## config.mk

```make
export PLATFORM = sky130hd
export DESIGN_NAME = mnpr_queue
export DESIGN_NICKNAME = d
export VERILOG_FILES = /design/src/hdl/mnpr_pkg.sv /design/src/hdl/mnpr_queue.sv
export SDC_FILE = /design/constraint.sdc
export NUM_CORES = 1
export LEC_CHECK = 0
export BUFFER_PORTS_ARGS = -buffer_cell sky130_fd_sc_hd__clkbuf_2
export CAP_MARGIN = 20
export CELL_PAD_IN_SITES_DETAIL_PLACEMENT = 1
export CELL_PAD_IN_SITES_GLOBAL_PLACEMENT = 1
export CORE_ASPECT_RATIO = 1.5
export CORE_MARGIN = 4
export CORE_UTILIZATION = 44
export DETAILED_ROUTE_END_ITERATION = 8
export GPL_ROUTABILITY_DRIVEN = 0
export HOLD_SLACK_MARGIN = 0.05
export PLACE_DENSITY = 0.91
export REMOVE_ABC_BUFFERS = 1
export SLEW_MARGIN = 20
export SYNTH_ARGS = -nofsm -noshare
export SYNTH_HDL_FRONTEND = slang
export SYNTH_SLANG_ARGS = --single-unit
```

## constraint.sdc

```tcl
create_clock -name clk -period 4.9 [get_ports clk]
set_clock_uncertainty 0.1 [all_clocks]
set_input_delay 0 -clock clk [delete_from_list [all_inputs] [get_ports clk]]
set_output_delay 0 -clock clk [all_outputs]
set_load 0.02 [all_outputs]
```

## src/hdl/mnpr_pkg.sv

```systemverilog
// shared types, codes and constants of the midi note pair recorder
package mnpr_pkg;

    localparam int FRAME_W        = 40;
    localparam int TAKE_NOTES_DEF = 32;
    localparam int QUEUE_DEPTH    = 2;
    localparam int S_TDATA_W      = 64;
    localparam int S_TUSER_W      = 3;
    localparam int M_TDATA_W      = 168;
    localparam int CFG_IDX_W      = 1;
    localparam int CNT32_W        = 32;

    // func codes on the slave side
    localparam logic [1:0] FUNC_EVENT  = 2'd0;
    localparam logic [1:0] FUNC_ARM    = 2'd1;
    localparam logic [1:0] FUNC_DISARM = 2'd2;
    localparam logic [1:0] FUNC_STOP   = 2'd3;

    // classified request kinds
    localparam logic [2:0] KIND_ON     = 3'd0;
    localparam logic [2:0] KIND_OFF    = 3'd1;
    localparam logic [2:0] KIND_ARM    = 3'd2;
    localparam logic [2:0] KIND_DISARM = 3'd3;
    localparam logic [2:0] KIND_STOP   = 3'd4;

    // configuration register indexes
    localparam logic [CFG_IDX_W-1:0] REG_MAX_LEN     = 1'b0;
    localparam logic [CFG_IDX_W-1:0] REG_FRAME_LIMIT = 1'b1;

    typedef struct packed {
        logic [2:0]         kind;
        logic               bad;
        logic [FRAME_W-1:0] frame;
        logic [7:0]         pitch;
        logic [7:0]         channel;
        logic [6:0]         velocity;
    } item_t;

    typedef struct packed {
        logic [FRAME_W-1:0] start;
        logic [6:0]         pitch;
        logic [3:0]         channel;
        logic [6:0]         velocity;
    } held_t;

    typedef struct packed {
        logic [FRAME_W-1:0] start;
        logic [FRAME_W-1:0] length;
        logic [6:0]         pitch;
        logic [3:0]         channel;
        logic [6:0]         velocity;
    } note_t;

endpackage

```

## src/hdl/mnpr_queue.sv

```systemverilog
// short queue between front end and back end
module mnpr_queue #(
    parameter int DEPTH = mnpr_pkg::QUEUE_DEPTH
) (
    input  logic            clk,
    input  logic            rst_n,
    input  mnpr_pkg::item_t in_item,
    input  logic            in_valid,
    output logic            in_ready,
    output mnpr_pkg::item_t out_item,
    output logic            out_valid,
    input  logic            out_ready
);
    import mnpr_pkg::*;

    localparam int PTR_W = (DEPTH > 1) ? $clog2(DEPTH) : 1;
    localparam int CNT_W = $clog2(DEPTH + 1);

    item_t            q_mem [DEPTH];
    logic [PTR_W-1:0] wr_ptr_reg, wr_ptr_next;
    logic [PTR_W-1:0] rd_ptr_reg, rd_ptr_next;
    logic [CNT_W-1:0] count_reg, count_next;
    logic             push, pop;

    assign in_ready  = count_reg < CNT_W'(DEPTH);
    assign out_valid = count_reg != '0;
    assign out_item  = q_mem[rd_ptr_reg];
    assign push      = in_valid && in_ready;
    assign pop       = out_valid && out_ready;

    // pointer and fill bookkeeping
    always_comb
    begin
        wr_ptr_next = wr_ptr_reg;
        rd_ptr_next = rd_ptr_reg;
        count_next  = count_reg;
        if (push)
        begin
            wr_ptr_next = (wr_ptr_reg == PTR_W'(DEPTH - 1)) ? '0 : wr_ptr_reg + 1'b1;
        end
        if (pop)
        begin
            rd_ptr_next = (rd_ptr_reg == PTR_W'(DEPTH - 1)) ? '0 : rd_ptr_reg + 1'b1;
        end
        if (push && !pop)
        begin
            count_next = count_reg + 1'b1;
        end
        else if (pop && !push)
        begin
            count_next = count_reg - 1'b1;
        end
    end

    always_ff @(posedge clk or negedge rst_n)
    begin
        if (!rst_n)
        begin
            wr_ptr_reg <= '0;
            rd_ptr_reg <= '0;
            count_reg  <= '0;
        end
        else
        begin
            wr_ptr_reg <= wr_ptr_next;
            rd_ptr_reg <= rd_ptr_next;
            count_reg  <= count_next;
        end
    end

    // entry storage
    always_ff @(posedge clk)
    begin
        if (push)
        begin
            q_mem[wr_ptr_reg] <= in_item;
        end
    end

endmodule

```

---- Word level (Yosys, flattened, before mapping) ----
Memory sizes are Yosys's and may differ from the RTL's.
Cells that the tools add are included.
word-level totals
  flip-flop bits (word level) ............. 4
  bits in writable memories ............... 134
  input bits .............................. 71
  output and inout bits ................... 69
  word-level logic and storage cells ...... 23
  memories kept ........................... 1
memories
  name   depth  bits a word  rd ports  clocked after memory_dff  wr ports  line              source
  q_mem  2      67           1         0                         1         mnpr_queue.sv:19  item_t q_mem [DEPTH];
cells by class
  add/sub/neg operators ................... 4
  order comparisons ....................... 1
  mux-type cells .......................... 6
  reduce and logical (&&, ||, !) cells .... 8
operator list
  operator               count
  $logic_and A1 B1 Y1    4
  $mux W1                4
  $mux W2                2
  $reduce_bool A2 Y1     2
  $add A1 B1 Y1 const B  2
  $add A2 B1 Y2 const B  1
  $logic_not A1 Y1       2
  $lt A2 B2 Y1 const B   1
  $sub A2 B1 Y2 const B  1

---- Depth between registers and ports, before layout ----
Gate-level depths: netlist (run 1).
  depth after elaboration ................. 6
  mapped depth ............................ 6
  depth with buffers taken out ............ 6

---- Least setup slack after synthesis (run 1) ----
Ideal clock, no wire load.
  path kind ............................... reg-to-reg
  start point ............................. reg count_reg[1]
  end point ............................... mem q_mem[0][0] (netlist bit) (enable)
  library setup time ...................... 0.500 ns
  arrival ................................. 3.606 ns
  required time ........................... 4.300 ns
  slack ................................... 0.694 ns
  stages on the path, launching flop included .. 3
  path buffers ............................ 0
  clock period less this slack ............ 4.206 ns
  cells stage by stage .................... dfrtp_1 nor2b_1 nor2b_1
on the way
  longest elaborated chain between the ends .. 4
ends and longest elaborated chain
  item                           line              source
  from (decl)                    mnpr_queue.sv:22  logic [CNT_W-1:0] count_reg, count_next;
  from (signal assigned)         mnpr_queue.sv:67  count_reg <= count_next;
  $lt A2 B2 Y1                   mnpr_queue.sv:25  assign in_ready = count_reg < CNT_W'(DEPTH);
  $logic_and A1 B1 Y1            mnpr_queue.sv:28  assign push = in_valid && in_ready;
  named net push                 mnpr_queue.sv:23  logic push, pop;
  $mux W1                        mnpr_queue.sv:74  if (push)
  $mux W1 (not written as such)  mnpr_queue.sv:76  q_mem[wr_ptr_reg] <= in_item;
  to (decl)                      mnpr_queue.sv:19
The timed path passes the listed nets, and every way through them passes these cells.

---- Worst setup path in the final report (run 1) ----
  start point ............................. reg count_reg[1]
  end point ............................... mem q_mem[0][38] (netlist bit) (enable)
The elaborated chain is that of the path after synthesis.

==> results.cfg, run 1 <==
[run_status]
status = finished, final reports clean

[sta]
drv_slew = 0
setup_slack_ns = 2.259
hold_viol_final = 0
fin_tns_setup_ns = 0
rsz0062_at_grt = false
worst_pin_slew_ns = 1.019
period_minus_slack_ns = 2.641
setup_viol = 0
fmax_mhz = 378.7
final.period_utilization = 0.5390
maxSlewHeadroom = 0.3206

[global_routing]
grt_pass1_wl_mm = 18.25
antenna_found_initial = 2
overflow = 0
grt_pass1_vias = 3271
grt_max_degree = 69
grt_usage = 0.1893

[clock_network]
clkTransAtPathRegs_ns = 0.06
numCtsBuffers = 17
clock_path_buffers = 2
ctsResizeCount = 0
root_buffer = clkbuf_16
cts.sinks = 138
htreeDepth = 4
cts_tree = done
clk_latency_ns = 0.41

[critical_path]
crit_buf_inv = 1
worstPathRequired_ns = 4.85
criticalPathCategory = reg -> reg
crit_fanout = 34
arrival_ns = 2.59
crit_chain = nor2b_1 > nor2b_4 > buf_4
cp_slowest_cell = nor2b_4
end_kind = register
slowest_delay_ns = 0.88
worstSetupStartpointType = register
crit_family = simple AND/OR/NAND/NOR gates

[detailed_routing]
avgViaCountPerCell = 4.618
drcViolationCount = 0
drtAntennaViolNets = 0
wire_per_inst_um = 19.28
dr.pass1.iters = 4
wl_mm = 11.80
vias = 2826
drtIter0Drc = 145

[die]
die_w_um = 96.07
die_h_um = 140.1
ios = 140
die_area_mm2 = 0.01346
fp-row-count = 48
core_area_mm2 = 0.01147
start_util = 0.4462

[yosys]
yosysTopAreaCellShare = 0.7861
ys_seq_area_frac = 0.8057
syn_avg_cell_area_um2 = 22.65
synth_area_leader_cell = edfxtp_1
synth-seq-cells = 138
syn-cell-area_mm2 = 0.005119
synth_cell_types = 16
ys_warn_count = 0
synth_cells = 226
synth_area_leaders = edfxtp_1 79%, mux2_2 10%, mux2_4 5.9%

[cells_and_area]
area_growth_pct = 43.00
fin_util = 0.6381
largest_register_ffs = 134
final_layout_size_suffix_gt1_frac = 0.5196
fill_cells = 1037
nNetsFinal = 520

[power]
ir_drop_mv = 0.6370
leakage_nw = 2.859
power_density_mw_per_mm2 = 591.3

[run]
cap_violations = 0

[place]
pre_cts_ws_ns = 2.252
portBuffers = 139
hpwl_mm = 6.893

[hold_path]
hold_path_class = in -> reg
[cells in the mapped netlist]
library cell    n
dfrtp_1         4
xnor2_1         3
buf_8           2
inv_1           1
nor2_1          1
edfxtp_1      134
buf_6           2
nand2_1         1
and2_1          1
xor2_1          2
buf_2           4
mux2_4         20
nor2b_1         2
mux2_2         47
ha_1            1
or2_2           1
[final cells by class]
cell class | count | area [um2] | area share
Antenna cell | 2 | 5.005 | 0.0006838
Clock buffer | 17 | 425.4 | 0.05812
Clock inverter | 14 | 227.7 | 0.03111
Inverter | 1 | 3.754 | 0.0005128
Multi-Input combinational cell | 79 | 928.4 | 0.1268
Sequential cell | 138 | 4128 | 0.5639
Tap cell | 150 | 187.7 | 0.02564
Timing Repair Buffer | 211 | 1414 | 0.1932
[placed cells by master (no fill, tap or decap), drive strengths merged]
cell type    synthesis  final
and2                 1      1
edfxtp             134    134
ha                   1      1
nand2                1      1
xnor2                3      3
diode                0      2
clkinvlp             0      3
inv                  1      1
nor2b                2      2
mux2                67     67
dfrtp                4      4
clkbuf               0    156
xor2                 2      2
or2                  1      1
buf                  8      1
bufinv               0      6
clkinv               0      5
dlygate4sd3          0     71
nor2                 1      1
[kinds of logic after synthesis]
kind of cell	count (synthesis)	synth area share
xor+xnor	5	0.008557
simple gates	6	0.006355
flops	138	0.8057
buf+inv	9	0.01491
mux	67	0.1621
fa+ha+maj	1	0.002444
[layer usage]
| metal | routed length (um) | vias up | track usage |
|---|---|---|---|
| met3 | 515 | 14 | 0.05535 |
| met2 | 6923 | 80 | 0.3426 |
| met1 | 4119 | 1392 | 0.1934 |
| met4 | 238 | 0 | 0.08771 |
| met5 | 0 | - | 0 |
| li1 | - | 1340 | - |
[stage by stage]
stage               cell area (um2)  power, mW  hold slack, ns  cells
detailed placement             5951      2.903         -0.2868    508
finish                         7320      4.328          0.2191    612
floorplan                      5046      2.520         -0.3956    218
CTS                            7315      4.364          0.1892    610
global placement               5951      2.849         -0.2916    508
global route                   7320      4.515          0.2095    612
[repair_timing]
| item | in CTS | in global routing |
|---|---|---|
| endpoints found under the hold margin | 142 | 0 |
| hold buffers | 71 | 0 |
| endpoints found under the setup margin | 0 | 0 |
| setup buffers | 0 | 0 |
[power by group]
group,internal (mW),total [mW],switching (mW)
logic,0.533,1.18,0.647
clock network,0.945,1.41,0.466
registers,1.55,1.74,0.184
[final timing paths]
check,from,to,slack [ns],cells after the start
hold / removal,in_item[39],q_mem[0][39],0.22,2
setup reg to reg,count_reg[1],q_mem[0][38],2.26,3
min in group asynchronous,rst_n,wr_ptr_reg,0.40,3
setup / recovery,count_reg[1],q_mem[0][38],2.26,3
max in group asynchronous,rst_n,rd_ptr_reg,4.09,3
hold reg to reg,count_reg[0],count_reg[0],0.42,1
Power figures use the tool's default switching activity.
==> inputs of run 2 (changes only) <==
==> constraint.sdc (replaced) <==
create_clock -name clk -period 2.7 [get_ports clk]
set_clock_uncertainty 0.1 [all_clocks]
set_input_delay 0 -clock clk [delete_from_list [all_inputs] [get_ports clk]]
set_output_delay 0 -clock clk [all_outputs]
set_load 0.02 [all_outputs]
==> run 2 against run 1 <==
Compared with the run above: combinational power increased by 98%; design area increased by 0.58%; sequential power increased by 75%; core utilization increased by 0.37 points; sequential share of layout area decreased by 0.33 points; worst setup slack got worse by 1.8 ns; register-to-register slack got worse by 1.6 ns; critical path depth unchanged; critical path type is now reg -> out; critical endpoint is now out_item[63]; largest power group unchanged; highest routed layer unchanged.
==> results.cfg, run 2 (synthesis gave the netlist of run 1 again) <==
[sta]
setup_viol = 0
hold_viol_final = 0
fin_tns_setup_ns = 0
maxSlewHeadroom = 0.6449
setup_slack_ns = 0.4367
final.period_utilization = 0.8383
period_minus_slack_ns = 2.263
fmax_mhz = 441.8
drv_slew = 0
worst_pin_slew_ns = 0.5326
rsz0062_at_grt = false

[critical_path]
reg2reg_slack_ns = 0.67
worst-r2r-cell-count = 3
crit_family = flip-flops
slowest_delay_ns = 0.76
crit_fanout = 34
arrival_ns = 2.16
cp_slowest_cell = dfrtp_4
criticalPathCategory = reg -> out
rr_startpoint = count_reg[1]
crit_chain = buf_4 > mux2_2 > clkbuf_2
end_kind = primary output
crit_buf_inv = 2
r2r_end = q_mem[1][44]
worstPathRequired_ns = 2.60
worstSetupStartpointType = register

[global_routing]
grt_max_degree = 37
grt_pass1_wl_mm = 19.44
overflow = 0
grt_pass1_vias = 3471
antenna_found_initial = 1
grt_usage = 0.2061

[clock_network]
cts_setup_buffers = 0
cts.sinks = 138
clkTransAtPathRegs_ns = 0.06
cts_hold_buf = 71
numCtsBuffers = 17
htreeDepth = 4
ctsResizeCount = 0
cts_tree = done
clock_path_buffers = 2
root_buffer = clkbuf_16
clk_latency_ns = 0.41

[hold_path]
hp-start = in_item[32]
hold_path_class = in -> reg
hold_path_depth = 2
hold_end = q_mem[0][32]

[cells_and_area]
largest_register_ffs = 134
regArea_mm2 = 0.004128
final_common_cell = clkbuf_2
multiInputGateArea_um2 = 928.4
nNetsFinal = 527
fill_cells = 1019
final_cell_mix = 139 x clkbuf_2, 134 x edfxtp_1, 71 x dlygate4sd3_1
final_layout_size_suffix_gt1_frac = 0.5256
area_growth_pct = 43.83
fin_area_mm2 = 0.007362

[die]
die_w_um = 96.07
die_area_mm2 = 0.01346
die_h_um = 140.1
start_util = 0.4462
fp-row-count = 48
core_area_mm2 = 0.01147
ios = 140

[detailed_routing]
vias = 2931
wire_per_inst_um = 20.79
wl_mm = 12.87
drtAntennaViolNets = 0
drcViolationCount = 0
dr.pass1.iters = 4
drtIter0Drc = 118
avgViaCountPerCell = 4.735

[place]
placed_cell_area_mm2 = 0.006016
portBuffers = 139
pre_cts_ws_ns = 0.7260
hpwl_mm = 7.657

[run]
cap_violations = 0

[power]
ir_drop_mv = 0.6333
leakage_nw = 2.893
power_density_mw_per_mm2 = 1068

[run_status]
status = finished, final reports clean
run 2: changes by cell type in the layout (fill, tap and decap cells not counted), sizes merged:
cell	previous run	this run
buf	1	8
clkbuf	156	158
bufinv	6	5
clkinv	5	6
clkinvlp	3	2
diode	2	1
run 2: worst register-to-register path: cells and delay by family (launching register included):
| kind | cells | cell delay (ns) |
|---|---|---|
| DFF | 1 | 0.39 |
| buffers and inverters | 1 | 0.35 |
| and+or+nand+nor | 2 | 0.88 |
run 2: cell type report:
| cell class | count | share of cell area |
|---|---|---|
| antenna | 1 | 0.0003399 |
| clock buffer | 19 | 0.05880 |
| clock inverter | 13 | 0.02719 |
| inverter | 1 | 0.0005099 |
| multi-input combinational | 79 | 0.1261 |
| sequential | 138 | 0.5607 |
| tap | 150 | 0.02549 |
| timing repair buffer | 218 | 0.2009 |
run 2: power breakdown:
group	leakage (nW)	switching [mW]	total [mW]	internal, mW
Sequential	1.28	0.237	3.05	2.82
Clock	0.302	0.836	2.47	1.63
Combinational	1.31	1.34	2.34	1.01
run 2: per-stage QoR:
step	util	total power, mW	hold WS, ns	instances
4_1_cts	0.6416	7.905	0.1949	618
3_5_place_dp	0.5244	5.324	-0.2836	515
2_1_floorplan	-	4.574	-0.3956	218
3_3_place_gp	0.5244	5.222	-0.2879	515
5_1_grt	0.6418	8.208	0.2205	619
6_report	0.6418	7.863	0.2211	619
run 2: worst max path at each step:
stage	end	depth (start not counted)	from
finish	out_item[63]	3	rd_ptr_reg
detailed placement	q_mem[1][48]	3	count_reg[1]
CTS	out_item[53]	3	rd_ptr_reg
global route	out_item[53]	3	rd_ptr_reg
floorplan	q_mem[0][0]	2	count_reg[1]
global placement	q_mem[1][51]	3	count_reg[1]
run 2: metal layers:
layer,global-route usage,vias to the layer above,wire (um)
li1,-,1353,-
met1,0.1976,1470,4215
met2,0.3986,88,7847
met3,0.04836,20,465
met4,0.08621,0,339
met5,0,-,0
