`src/hdl/mnpr_pkg.sv`:
```
// shared types, codes and constants of the midi note pair recorder
package mnpr_pkg;

    localparam int FRAME_W        = 40;
    localparam int TAKE_NOTES_DEF = 32;
    localparam int QUEUE_DEPTH    = 2;
    localparam int S_TDATA_W      = 64;
    localparam int S_TUSER_W      = 3;
    localparam int M_TDATA_W      = 168;
    localparam int CFG_IDX_W      = 1;
    localparam int CNT32_W        = 32;

    // func codes on the slave side
    localparam logic [1:0] FUNC_EVENT  = 2'd0;
    localparam logic [1:0] FUNC_ARM    = 2'd1;
    localparam logic [1:0] FUNC_DISARM = 2'd2;
    localparam logic [1:0] FUNC_STOP   = 2'd3;

    // classified request kinds
    localparam logic [2:0] KIND_ON     = 3'd0;
    localparam logic [2:0] KIND_OFF    = 3'd1;
    localparam logic [2:0] KIND_ARM    = 3'd2;
    localparam logic [2:0] KIND_DISARM = 3'd3;
    localparam logic [2:0] KIND_STOP   = 3'd4;

    // configuration register indexes
    localparam logic [CFG_IDX_W-1:0] REG_MAX_LEN     = 1'b0;
    localparam logic [CFG_IDX_W-1:0] REG_FRAME_LIMIT = 1'b1;

    typedef struct packed {
        logic [2:0]         kind;
        logic               bad;
        logic [FRAME_W-1:0] frame;
        logic [7:0]         pitch;
        logic [7:0]         channel;
        logic [6:0]         velocity;
    } item_t;

    typedef struct packed {
        logic [FRAME_W-1:0] start;
        logic [6:0]         pitch;
        logic [3:0]         channel;
        logic [6:0]         velocity;
    } held_t;

    typedef struct packed {
        logic [FRAME_W-1:0] start;
        logic [FRAME_W-1:0] length;
        logic [6:0]         pitch;
        logic [3:0]         channel;
        logic [6:0]         velocity;
    } note_t;

endpackage

```
`src/hdl/mnpr_front.sv`:
```
// front end: decodes slave requests into classified items
module mnpr_front (
    input  logic                           clk,
    input  logic                           rst_n,
    input  logic                           s_tvalid,
    output logic                           s_tready,
    input  logic [mnpr_pkg::S_TDATA_W-1:0] s_tdata,   // frame, pitch, channel, velocity
    input  logic [mnpr_pkg::S_TUSER_W-1:0] s_tuser,   // func[1:0], note_off
    output mnpr_pkg::item_t                q_item,
    output logic                           q_valid,
    input  logic                           q_ready
);
    import mnpr_pkg::*;

    item_t dec;
    item_t item_reg, item_next;
    logic  vld_reg, vld_next;
    logic  accept;

    // field decode and malformed check
    always_comb
    begin
        dec.frame    = s_tdata[FRAME_W-1:0];
        dec.pitch    = s_tdata[47:40];
        dec.channel  = s_tdata[55:48];
        dec.velocity = s_tdata[62:56];
        dec.bad      = (s_tdata[63:56] == 8'd0) || s_tdata[63] || s_tdata[47]
                       || (s_tdata[55:52] != 4'd0);
        unique case (s_tuser[1:0])
            FUNC_EVENT:  dec.kind = s_tuser[2] ? KIND_OFF : KIND_ON;
            FUNC_ARM:    dec.kind = KIND_ARM;
            FUNC_DISARM: dec.kind = KIND_DISARM;
            FUNC_STOP:   dec.kind = KIND_STOP;
            default:     dec.kind = KIND_STOP;
        endcase
    end

    // one register stage toward the queue
    assign s_tready = !vld_reg || q_ready;
    assign accept   = s_tvalid && s_tready;
    assign q_item   = item_reg;
    assign q_valid  = vld_reg;

    always_comb
    begin
        item_next = item_reg;
        vld_next  = vld_reg;
        if (q_ready)
        begin
            vld_next = 1'b0;
        end
        if (accept)
        begin
            item_next = dec;
            vld_next  = 1'b1;
        end
    end

    always_ff @(posedge clk or negedge rst_n)
    begin
        if (!rst_n)
        begin
            vld_reg <= 1'b0;
        end
        else
        begin
            vld_reg <= vld_next;
        end
    end

    always_ff @(posedge clk)
    begin
        item_reg <= item_next;
    end

endmodule

```
`config.mk`:
```
export PLATFORM = sky130hd
export DESIGN_NAME = mnpr_front
export DESIGN_NICKNAME = d
export VERILOG_FILES = /design/src/hdl/mnpr_pkg.sv /design/src/hdl/mnpr_front.sv
export SDC_FILE = /design/constraint.sdc
export NUM_CORES = 1
export LEC_CHECK = 0
export ABC_AREA = 1
export BUFFER_PORTS_ARGS = -buffer_cell sky130_fd_sc_hd__buf_2
export CAP_MARGIN = 20
export CORE_AREA = 5 5 62 120
export DETAILED_ROUTE_END_ITERATION = 10
export DIE_AREA = 0 0 67 125
export PLACE_DENSITY = 0.69
export SETUP_SLACK_MARGIN = 0.15
export SLEW_MARGIN = 10
export SYNTH_ARGS = -nofsm -noshare
export SYNTH_HDL_FRONTEND = slang
export SYNTH_SLANG_ARGS = --single-unit
```
`constraint.sdc`:
```
create_clock -name clk -period 4.05 [get_ports clk]
set_input_delay 0.81 -clock clk [delete_from_list [all_inputs] [get_ports clk]]
set_output_delay 0.81 -clock clk [all_outputs]
set_load 0.02 [all_outputs]
```
## After elaboration in Yosys (flattened, before gate mapping)

Cells that the tools add are included.

- Bits in registers: 68

- Equality and inequality tests: 3
- Mux-type cells: 4
- Reductions and logical operators: 10

Operator list:

| kind | count |
|---|---|
| 3-bit one-hot mux with 4 select lines | 1 |
| 8-bit logical NOT | 1 |
| 2-bit == test (second input constant) | 2 |
| 1-bit logical OR | 4 |
| 4-bit nonzero test | 1 |
| 1-bit 2-to-1 mux | 3 |
| 2-bit by 1-bit == test with 1-bit output (second input constant) | 1 |
| 2-bit logical NOT | 1 |
| 2-bit nonzero test | 1 |
| 1-bit logical AND | 1 |
| 1-bit logical NOT | 1 |

## Longest topological paths before layout

Gate-level depths: netlist (run 1).

- Depth in word-level cells: 4
- Gate-level depth with buffers: 5
- Depth with buffers taken out: 5

## Least setup slack after synthesis (run 1)

OpenSTA, ideal clock, no wires.

- Kind: input -> register
- Start: input s_tvalid
- End: register item_reg, in the netlist q_item[0], enable pin
- Arrival: 4.102 ns
- Setup slack: -0.566 ns
- Data required time: 3.536 ns
- Path buffers: 0
- Library setup time: 0.514 ns
- Stages: 2
- Cell sequence: inv_1 > a21oi_1

- Longest elaborated chain between the ends: 1

Ends and longest elaborated chain:

| element | line | source |
|---|---|---|
| from (decl) | mnpr_front.sv:5 | `input logic s_tvalid,` |
| 1-bit logical AND | mnpr_front.sv:40 | `assign accept = s_tvalid && s_tready;` |
| via accept | mnpr_front.sv:18 | `logic accept;` |
| to (signal assigned) | mnpr_front.sv:73 | `item_reg <= item_next;` |
| to (decl) | mnpr_front.sv:16 | `item_t item_reg, item_next;` |

The timed path passes the listed nets, and every way through them passes these cells.
A chain may end at the register's enable or synchronous reset.

## Worst setup path after layout (run 1)

- Start: input q_ready
- End: output s_tready

- Longest elaborated chain between the ends: 1

Ends and longest elaborated chain:

| element | line | source |
|---|---|---|
| from (decl) | mnpr_front.sv:11 | `input logic q_ready` |
| 1-bit logical OR | mnpr_front.sv:39 | `assign s_tready = !vld_reg \|\| q_ready;` |
| to (decl) | mnpr_front.sv:6 | `output logic s_tready,` |

Every way passes these cells.

==> results of run 1 <==
## cell usage in the layout (no fill, tap or decap)
cell type,n
nand2_1,9
nor2_1,5
buf_2,139
edfxtp_1,67
buf_4,1
clkbuf_1,1
or2_0,1
inv_1,11
dfrtp_1,1
a21oi_4,1
clkbuf_16,9
clkinv_1,4
ha_1,3
clkinv_2,1
o21ai_0,1
## report_power, final
group          internal (W)  switching (W)
combinational     0.0000519      0.0000939
clock              0.000399       0.000235
sequential         0.000823     0.00000942
total               0.00127       0.000338
## critical path, cell delays in order
cell     delay, ns
buf_2         0.10
inv_1         0.10
nand2_1       0.08
buf_2         0.17
## flip-flops by register name, summed over array words and instances (netlist names)
register	count
q_item	67
q_valid	1
## routing by layer
metal	share of wire, %	GRT usage [%]	vias up
met2	40	16.0	135
met5	0	0	-
met3	20	7.63	4
li1	-	-	662
met1	39	13.2	602
met4	1.4	7.54	0
## cell families after synthesis
kind of cell    share of synthesized area (%)
compound gates                          0.458
fa+ha+maj                                1.72
simple gates                             2.69
buf+inv                                  1.89
flops                                    93.2
## final timing paths
check                      slack, ns   endpoint    start  cells past startpoint
max in group asynchronous       3.71    q_valid    rst_n                      1
min reg2reg                     0.60    q_valid  q_valid                      2
max                             1.98   s_tready  q_ready                      4
min                             0.26    q_valid    rst_n                      1
max reg2reg                     2.43  q_item[7]  q_valid                      2
min in group clk                0.60    q_valid  q_valid                      2
## cell type report
class                      count  area (um2)  area share [%]
clock inverter                 5        20.0           0.614
clock buffer                  10         229            7.03
multi-input combinational     20         118            3.61
tap                           88         110            3.38
inverter                      11        41.3            1.27
timing repair buffer         140         703            21.6
sequential                    68        2040            62.5
## metrics by stage
stage | cell area (um2) | setup slack (ns) | power [W]
after global placement | 3010 | 1.96 | 0.000991
after detailed placement | 3010 | 1.91 | 0.000994
after CTS | 3260 | 1.98 | 0.00164
after floorplan | 2190 | 0.802 | 0.000916
final | 3260 | 1.98 | 0.00161
after global routing | 3260 | 1.93 | 0.00168
==> impl_metrics.json, run 1 <==
{
  "fmax_mhz": 483,
  "core_area_um2": 6460,
  "critPathRequiredTime_ns": 3.24,
  "dieWidth_um": 67,
  "routabilityCongestion": 0.725,
  "ios": 140,
  "skew_ns": 0.00456,
  "cts_tree": "yes",
  "synth-edff-count": 67,
  "dp_cells": 327,
  "viasPerCell": 4.10,
  "period_share_pct": 51.1,
  "setup-violations-final": 0,
  "ir_drop_mv": 0.310,
  "fin_tns_setup_ns": 0,
  "p_per_area_nw_per_um2": 495,
  "ctsResizeCount": 0,
  "grt_max_degree": 68,
  "max_slew_margin_pct": 47.7,
  "synth_top_area_share_pct": 92.1,
  "grtUsageTotal_pct": 11.7,
  "cp.arrival_ns": 1.26,
  "drive_gt1_share_pct": 59.4,
  "synthFlopType": "edfxtp_1",
  "start_util_pct": 33.8,
  "n_antenna_cell": 0,
  "syn_inst": 99,
  "crit_fanout": 2,
  "portBuffers": 139,
  "numCtsBuffers": 9,
  "async_flop_share_pct": 1.47,
  "grt_overflow": 0,
  "fin_nets": 324,
  "min_path_type": "in -> async",
  "place.detailed.hpwl_um": 3720,
  "ys_seq_area_share_pct": 93.2,
  "grt_pass1_vias": 1486,
  "drt_iter0_drc": 105,
  "grt_pass1_wl_um": 7040,
  "synth_area_leaders": "edfxtp_1 (92%), inv_1 (1.9%), ha_1 (1.7%)",
  "syn_avg_cell_area_um2": 22.1,
  "fin_crit_ns": 2.07,
  "post_cts_buffers": 0,
  "clock_path_buffers": 2,
  "dr.pass1.iters": 4,
  "synth_seq_cells": 68,
  "routed_wl_um": 4800,
  "synth_nets": 173,
  "final_cells": 342,
  "clock_latency_ns": 0.31,
  "worstSetupPathType": "in -> out",
  "tightest_slew_ns": 0.785,
  "dieArea_um2": 8380,
  "yosysWarnings": 0,
  "ant_nets": 0,
  "clk_pin_slew_ns": 0.05,
  "end_kind": "primary output",
  "htreeDepth": 3,
  "synth_cell_type_count": 9,
  "antenna_found_initial": 0,
  "status": "finished clean",
  "rsz0062_at_grt": "false",
  "critPathLaunchType": "primary input",
  "drc": 0,
  "netlist.top_cell.by_area": "edfxtp_1",
  "num_vias": 1403,
  "cts_hold_buf": 0,
  "synth_commonest_cells": "edfxtp_1 (67), inv_1 (11), nand2_1 (9)",
  "slew_viol_final": 0,
  "fillers": 549,
  "fin_util_pct": 50.4,
  "syn_area_um2": 2180,
  "cts-root-buf": "clkbuf_16",
  "drv_cap": 0,
  "hold_viol": 0,
  "synth.most_common_cell": "edfxtp_1",
  "drt-wirelength-per-cell_um": 14.0,
  "cts_sinks": 68,
  "hold-worst-slack_ns": 0.259,
  "p_leak_nw": 1.43,
  "die_y_um": 125,
  "rows": 42,
  "area_growth_pct": 49.1
}
Power figures use the tool's default switching activity.
==> run 2: changes to the inputs <==
==> constraint.sdc (replaced) <==
create_clock -name clk -period 1.7 [get_ports clk]
set_input_delay 0.34 -clock clk [delete_from_list [all_inputs] [get_ports clk]]
set_output_delay 0.34 -clock clk [all_outputs]
set_load 0.02 [all_outputs]
==> impl_metrics.json, run 2 (synthesized netlist as in run 1, its figures left out) <==
{
  "fmax_mhz": 750,
  "cp_top_family": "flip-flops",
  "r2r_slack_ns": 0.49,
  "grt_pass1_vias": 1491,
  "die_y_um": 125,
  "htreeDepth": 3,
  "max_slew_margin_pct": 81.8,
  "ios": 140,
  "start_util_pct": 33.8,
  "setup-violations-final": 0,
  "antenna_found_initial": 0,
  "multi_input_area_um2": 118,
  "n_antenna_cell": 0,
  "critPathBufInv": 1,
  "grtUsageTotal_pct": 11.5,
  "grt_max_degree": 56,
  "area_growth_pct": 52.2,
  "routabilityCongestion": 0.748,
  "portBuffers": 139,
  "cp.arrival_ns": 0.99,
  "cp.depth": 2,
  "cts_sinks": 68,
  "final_common_cell": "buf_2",
  "period_share_pct": 78.4,
  "end_kind": "primary output",
  "use_met2_pct": 16.4,
  "drc": 0,
  "rsz0062_at_grt": "false",
  "critPathRequiredTime_ns": 1.36,
  "grt_overflow": 0,
  "place.detailed.hpwl_um": 3800,
  "crit_chain": "nand2_1 -> buf_2",
  "num_vias": 1431,
  "crit_fanout": 3,
  "hold_viol": 0,
  "slew_viol_final": 0,
  "min_path_type": "in -> reg",
  "p_per_area_nw_per_um2": 1220,
  "fin_crit_ns": 1.33,
  "numCtsBuffers": 9,
  "grtUsageMet1_pct": 12.1,
  "ant_nets": 0,
  "routed_wl_um": 4780,
  "final_cell_mix": "buf_2 (139), edfxtp_1 (67), inv_1 (11)",
  "grt_pass1_wl_um": 6920,
  "met3_usage_pct": 8.44,
  "startpoint": "q_valid",
  "reg2reg_from": "q_valid",
  "drive_gt1_share_pct": 60.7,
  "max_stage_delay_ns": 0.43,
  "ir_drop_mv": 0.961,
  "fin_nets": 326,
  "fin_tns_setup_ns": 0,
  "cts-root-buf": "clkbuf_16",
  "worst-r2r-cell-count": 2,
  "p_leak_nw": 1.46,
  "worstSetupPathType": "reg -> out",
  "dr.pass1.iters": 4,
  "skew_ns": 0.00336,
  "viasPerCell": 4.15,
  "core_area_um2": 6460,
  "cts_tree": "yes",
  "clk_pin_slew_ns": 0.05,
  "top_usage_layer": "met2",
  "dieWidth_um": 67,
  "critPathLaunchType": "flip-flop",
  "tightest_slew_ns": 0.273,
  "largest_reg_flops": 67,
  "dieArea_um2": 8380,
  "fillers": 537,
  "drt_iter0_drc": 75,
  "drt-wirelength-per-cell_um": 13.8,
  "place_area_um2": 3030,
  "slowest_stage": "dfrtp_2",
  "status": "finished clean",
  "clock_latency_ns": 0.32,
  "drv_cap": 0,
  "timing.rr.end": "q_item[42]",
  "final_area_um2": 3320,
  "rows": 42,
  "endpoint": "s_tready",
  "clock_path_buffers": 2,
  "register_area_um2": 2040
}
[run 2: cell count changes in the layout (fill, tap and decap cells not counted), sizes merged]
cell | previous run | this run
buf | 140 | 141
bufinv | 0 | 1
clkinv | 5 | 4
clkinvlp | 0 | 1
dlygate4sd3 | 0 | 1
[run 2: area by class of cell]
class | instances | share of cell area, %
well taps | 88 | 3.31
clock buffers | 10 | 6.89
inverters | 11 | 1.24
multi-input cells | 20 | 3.54
clock inverters | 6 | 1.66
flip-flops and latches | 68 | 61.3
repair buffers | 142 | 22.1
[run 2: through the flow]
stage	setup slack (ns)	power, W	std cells	utilization (%)	hold slack (ns)
floorplan	-0.346	0.00218	99	-	0.0444
global placement	0.417	0.00237	328	46.9	0.115
detailed placement	0.393	0.00237	328	46.9	0.116
CTS	0.348	0.00412	345	51.4	0.175
global route	0.306	0.00422	345	51.4	0.179
finish	0.367	0.00405	345	51.4	0.193
[run 2: how the worst min path moves through the flow]
| stage | from | end | slack [ns] | depth (start not counted) |
|---|---|---|---|---|
| 6_report | s_tdata[1] | q_item[24] | 0.19 | 1 |
| 5_1_grt | s_tdata[46] | q_item[21] | 0.18 | 1 |
| 4_1_cts | s_tdata[1] | q_item[24] | 0.18 | 1 |
| 3_5_place_dp | rst_n | q_valid | 0.12 | 1 |
| 3_3_place_gp | rst_n | q_valid | 0.11 | 1 |
| 2_1_floorplan | rst_n | q_valid | 0.04 | 0 |
[run 2: layer usage]
layer	wire length, um	vias up
met4	106	0
li1	-	670
met1	1780	619
met2	1870	134
met3	1020	8
met5	0	-
[run 2: what timing repair did]
action | CTS | global route
gates resized for setup | 0 | 0
hold endpoints to repair | 1 | 0
hold buffers | 1 | 0
setup buffers | 0 | 0
[run 2: worst register-to-register path, cell delays in order, from the launching register on]
cell	delay (ns)
dfrtp_2	0.43
a21oi_4	0.16
buf_12	0.29
[run 2: power by group]
group          internal, W  switching, W
logic             0.000132      0.000226
registers          0.00196     0.0000197
clock network      0.00112      0.000601
==> run 3: changes to the inputs <==
--- a/config.mk
+++ b/config.mk
@@ -11,7 +11,7 @@
 export CORE_AREA = 5 5 62 120
 export DETAILED_ROUTE_END_ITERATION = 10
 export DIE_AREA = 0 0 67 125
-export PLACE_DENSITY = 0.69
+export PLACE_DENSITY = 0.67
 export SETUP_SLACK_MARGIN = 0.15
 export SLEW_MARGIN = 10
 export SYNTH_ARGS = -nofsm -noshare
==> constraint.sdc (replaced) <==
create_clock -name clk -period 1.4 [get_ports clk]
set_input_delay 0.28 -clock clk [delete_from_list [all_inputs] [get_ports clk]]
set_output_delay 0.28 -clock clk [all_outputs]
set_load 0.02 [all_outputs]
==> impl_metrics.json, run 3 (synthesized netlist as in run 1, its figures left out) <==
{
  "status": "finished clean",
  "drt_iter0_drc": 75,
  "grt_overflow": 0,
  "grt_max_degree": 47,
  "routabilityCongestion": 0.695,
  "period_share_pct": 87.8,
  "setup-violations-final": 0,
  "crit_fanout": 3,
  "ios": 140,
  "register_area_um2": 2040,
  "viasPerCell": 4.14,
  "fin_crit_ns": 1.23,
  "core_area_um2": 6460,
  "numCtsBuffers": 9,
  "final_cell_mix": "buf_2 (138), edfxtp_1 (67), inv_1 (11)",
  "max_slew_margin_pct": 83.8,
  "fillers": 543,
  "rows": 42,
  "n_antenna_cell": 0,
  "slew_viol_final": 0,
  "num_vias": 1428,
  "antenna_found_initial": 0,
  "start_util_pct": 33.8,
  "fmax_mhz": 813,
  "multi_input_area_um2": 120,
  "drc": 0,
  "tightest_slew_ns": 0.243,
  "die_y_um": 125,
  "cts_tree": "yes",
  "drv_cap": 0,
  "cts-root-buf": "clkbuf_16",
  "cp.arrival_ns": 0.95,
  "htreeDepth": 3,
  "end_kind": "primary output",
  "critPathRequiredTime_ns": 1.12,
  "portBuffers": 139,
  "fin_util_pct": 51.6,
  "pre_cts_slack_ns": 0.146,
  "drt-wirelength-per-cell_um": 14.7,
  "finalWorstSetupSlack_ns": 0.170,
  "rsz0062_at_grt": "true",
  "hold_viol": 0,
  "dieWidth_um": 67,
  "ant_nets": 0,
  "final_common_cell": "buf_2",
  "critPathLaunchType": "flip-flop",
  "dieArea_um2": 8380,
  "fin_nets": 326,
  "clk_pin_slew_ns": 0.05,
  "routed_wl_um": 5060,
  "cts_sinks": 68,
  "drive_gt1_share_pct": 60.7,
  "dr.pass1.iters": 4,
  "p_leak_nw": 1.46,
  "min_path_type": "in -> reg",
  "ir_drop_mv": 1.06,
  "grt_pass1_wl_um": 7190,
  "p_per_area_nw_per_um2": 1480,
  "area_growth_pct": 52.7,
  "clock_path_buffers": 2,
  "grt_pass1_vias": 1511,
  "largest_reg_flops": 67,
  "skew_ns": 0.00324,
  "grtUsageTotal_pct": 12.1,
  "worstSetupPathType": "reg -> out",
  "clock_latency_ns": 0.32
}
[run 3: changes by cell type in the layout (fill, tap and decap cells not counted), sizes merged]
cell    delta
clkbuf     -1
clkinv     +1
[run 3: what timing repair did]
action | CTS | global route
endpoints found under the hold margin | 1 | 0
gates resized for setup | 3 | 1
endpoints found under the setup margin | 1 | 22
hold buffers | 1 | 0
buffers inserted | 0 | 0
pin swaps | 1 | 0
[run 3: critical path, stage by stage (launching register included)]
cell and delay (ns):
dfrtp_2 0.43, nand2_2 0.08, buf_6 0.11
[run 3: worst paths after layout]
path | end | depth (start not counted) | from | slack [ns]
worst max-delay path | s_tready | 2 | q_valid | 0.17
worst min-delay path | q_item[44] | 1 | s_tdata[21] | 0.13
worst max register to register | q_item[19] | 2 | q_valid | 0.18
worst min register to register | q_valid | 2 | q_valid | 0.56
max in group asynchronous | q_valid | 2 | rst_n | 1.04
min in group asynchronous | q_valid | 2 | rst_n | 0.27
[run 3: per-layer routing]
layer | wire length (um) | track usage (%) | vias to the layer above
met5 | 0 | 0 | -
met4 | 163 | 8.97 | 0
met3 | 994 | 7.54 | 9
met2 | 2020 | 16.5 | 133
met1 | 1890 | 13.4 | 619
li1 | - | - | 667
[run 3: cell type report]
class / count / share of cell area (%)
tap: 88 / 3.30
multi-input combinational: 20 / 3.60
sequential: 68 / 61.1
timing repair buffer: 142 / 22.3
clock buffer: 9 / 6.75
clock inverter: 7 / 1.73
inverter: 11 / 1.24
[run 3: per-stage QoR]
step	power (W)	hold slack, ns	setup TNS (ns)	cells	cell area (um2)
6_report	0.00493	0.128	0	345	3340
5_1_grt	0.00513	0.114	0	345	3340
4_1_cts	0.00501	0.109	0	345	3330
3_5_place_dp	0.00289	0.0606	0	328	3030
3_3_place_gp	0.00288	0.0545	0	328	3030
2_1_floorplan	0.00265	-0.0156	-43.30	99	2200
[run 3: power breakdown]
group | internal (W) | total (W) | switching (W)
clock network | 0.00135 | 0.00209 | 0.000742
registers | 0.00238 | 0.00240 | 0.0000269
logic | 0.000164 | 0.000442 | 0.000278
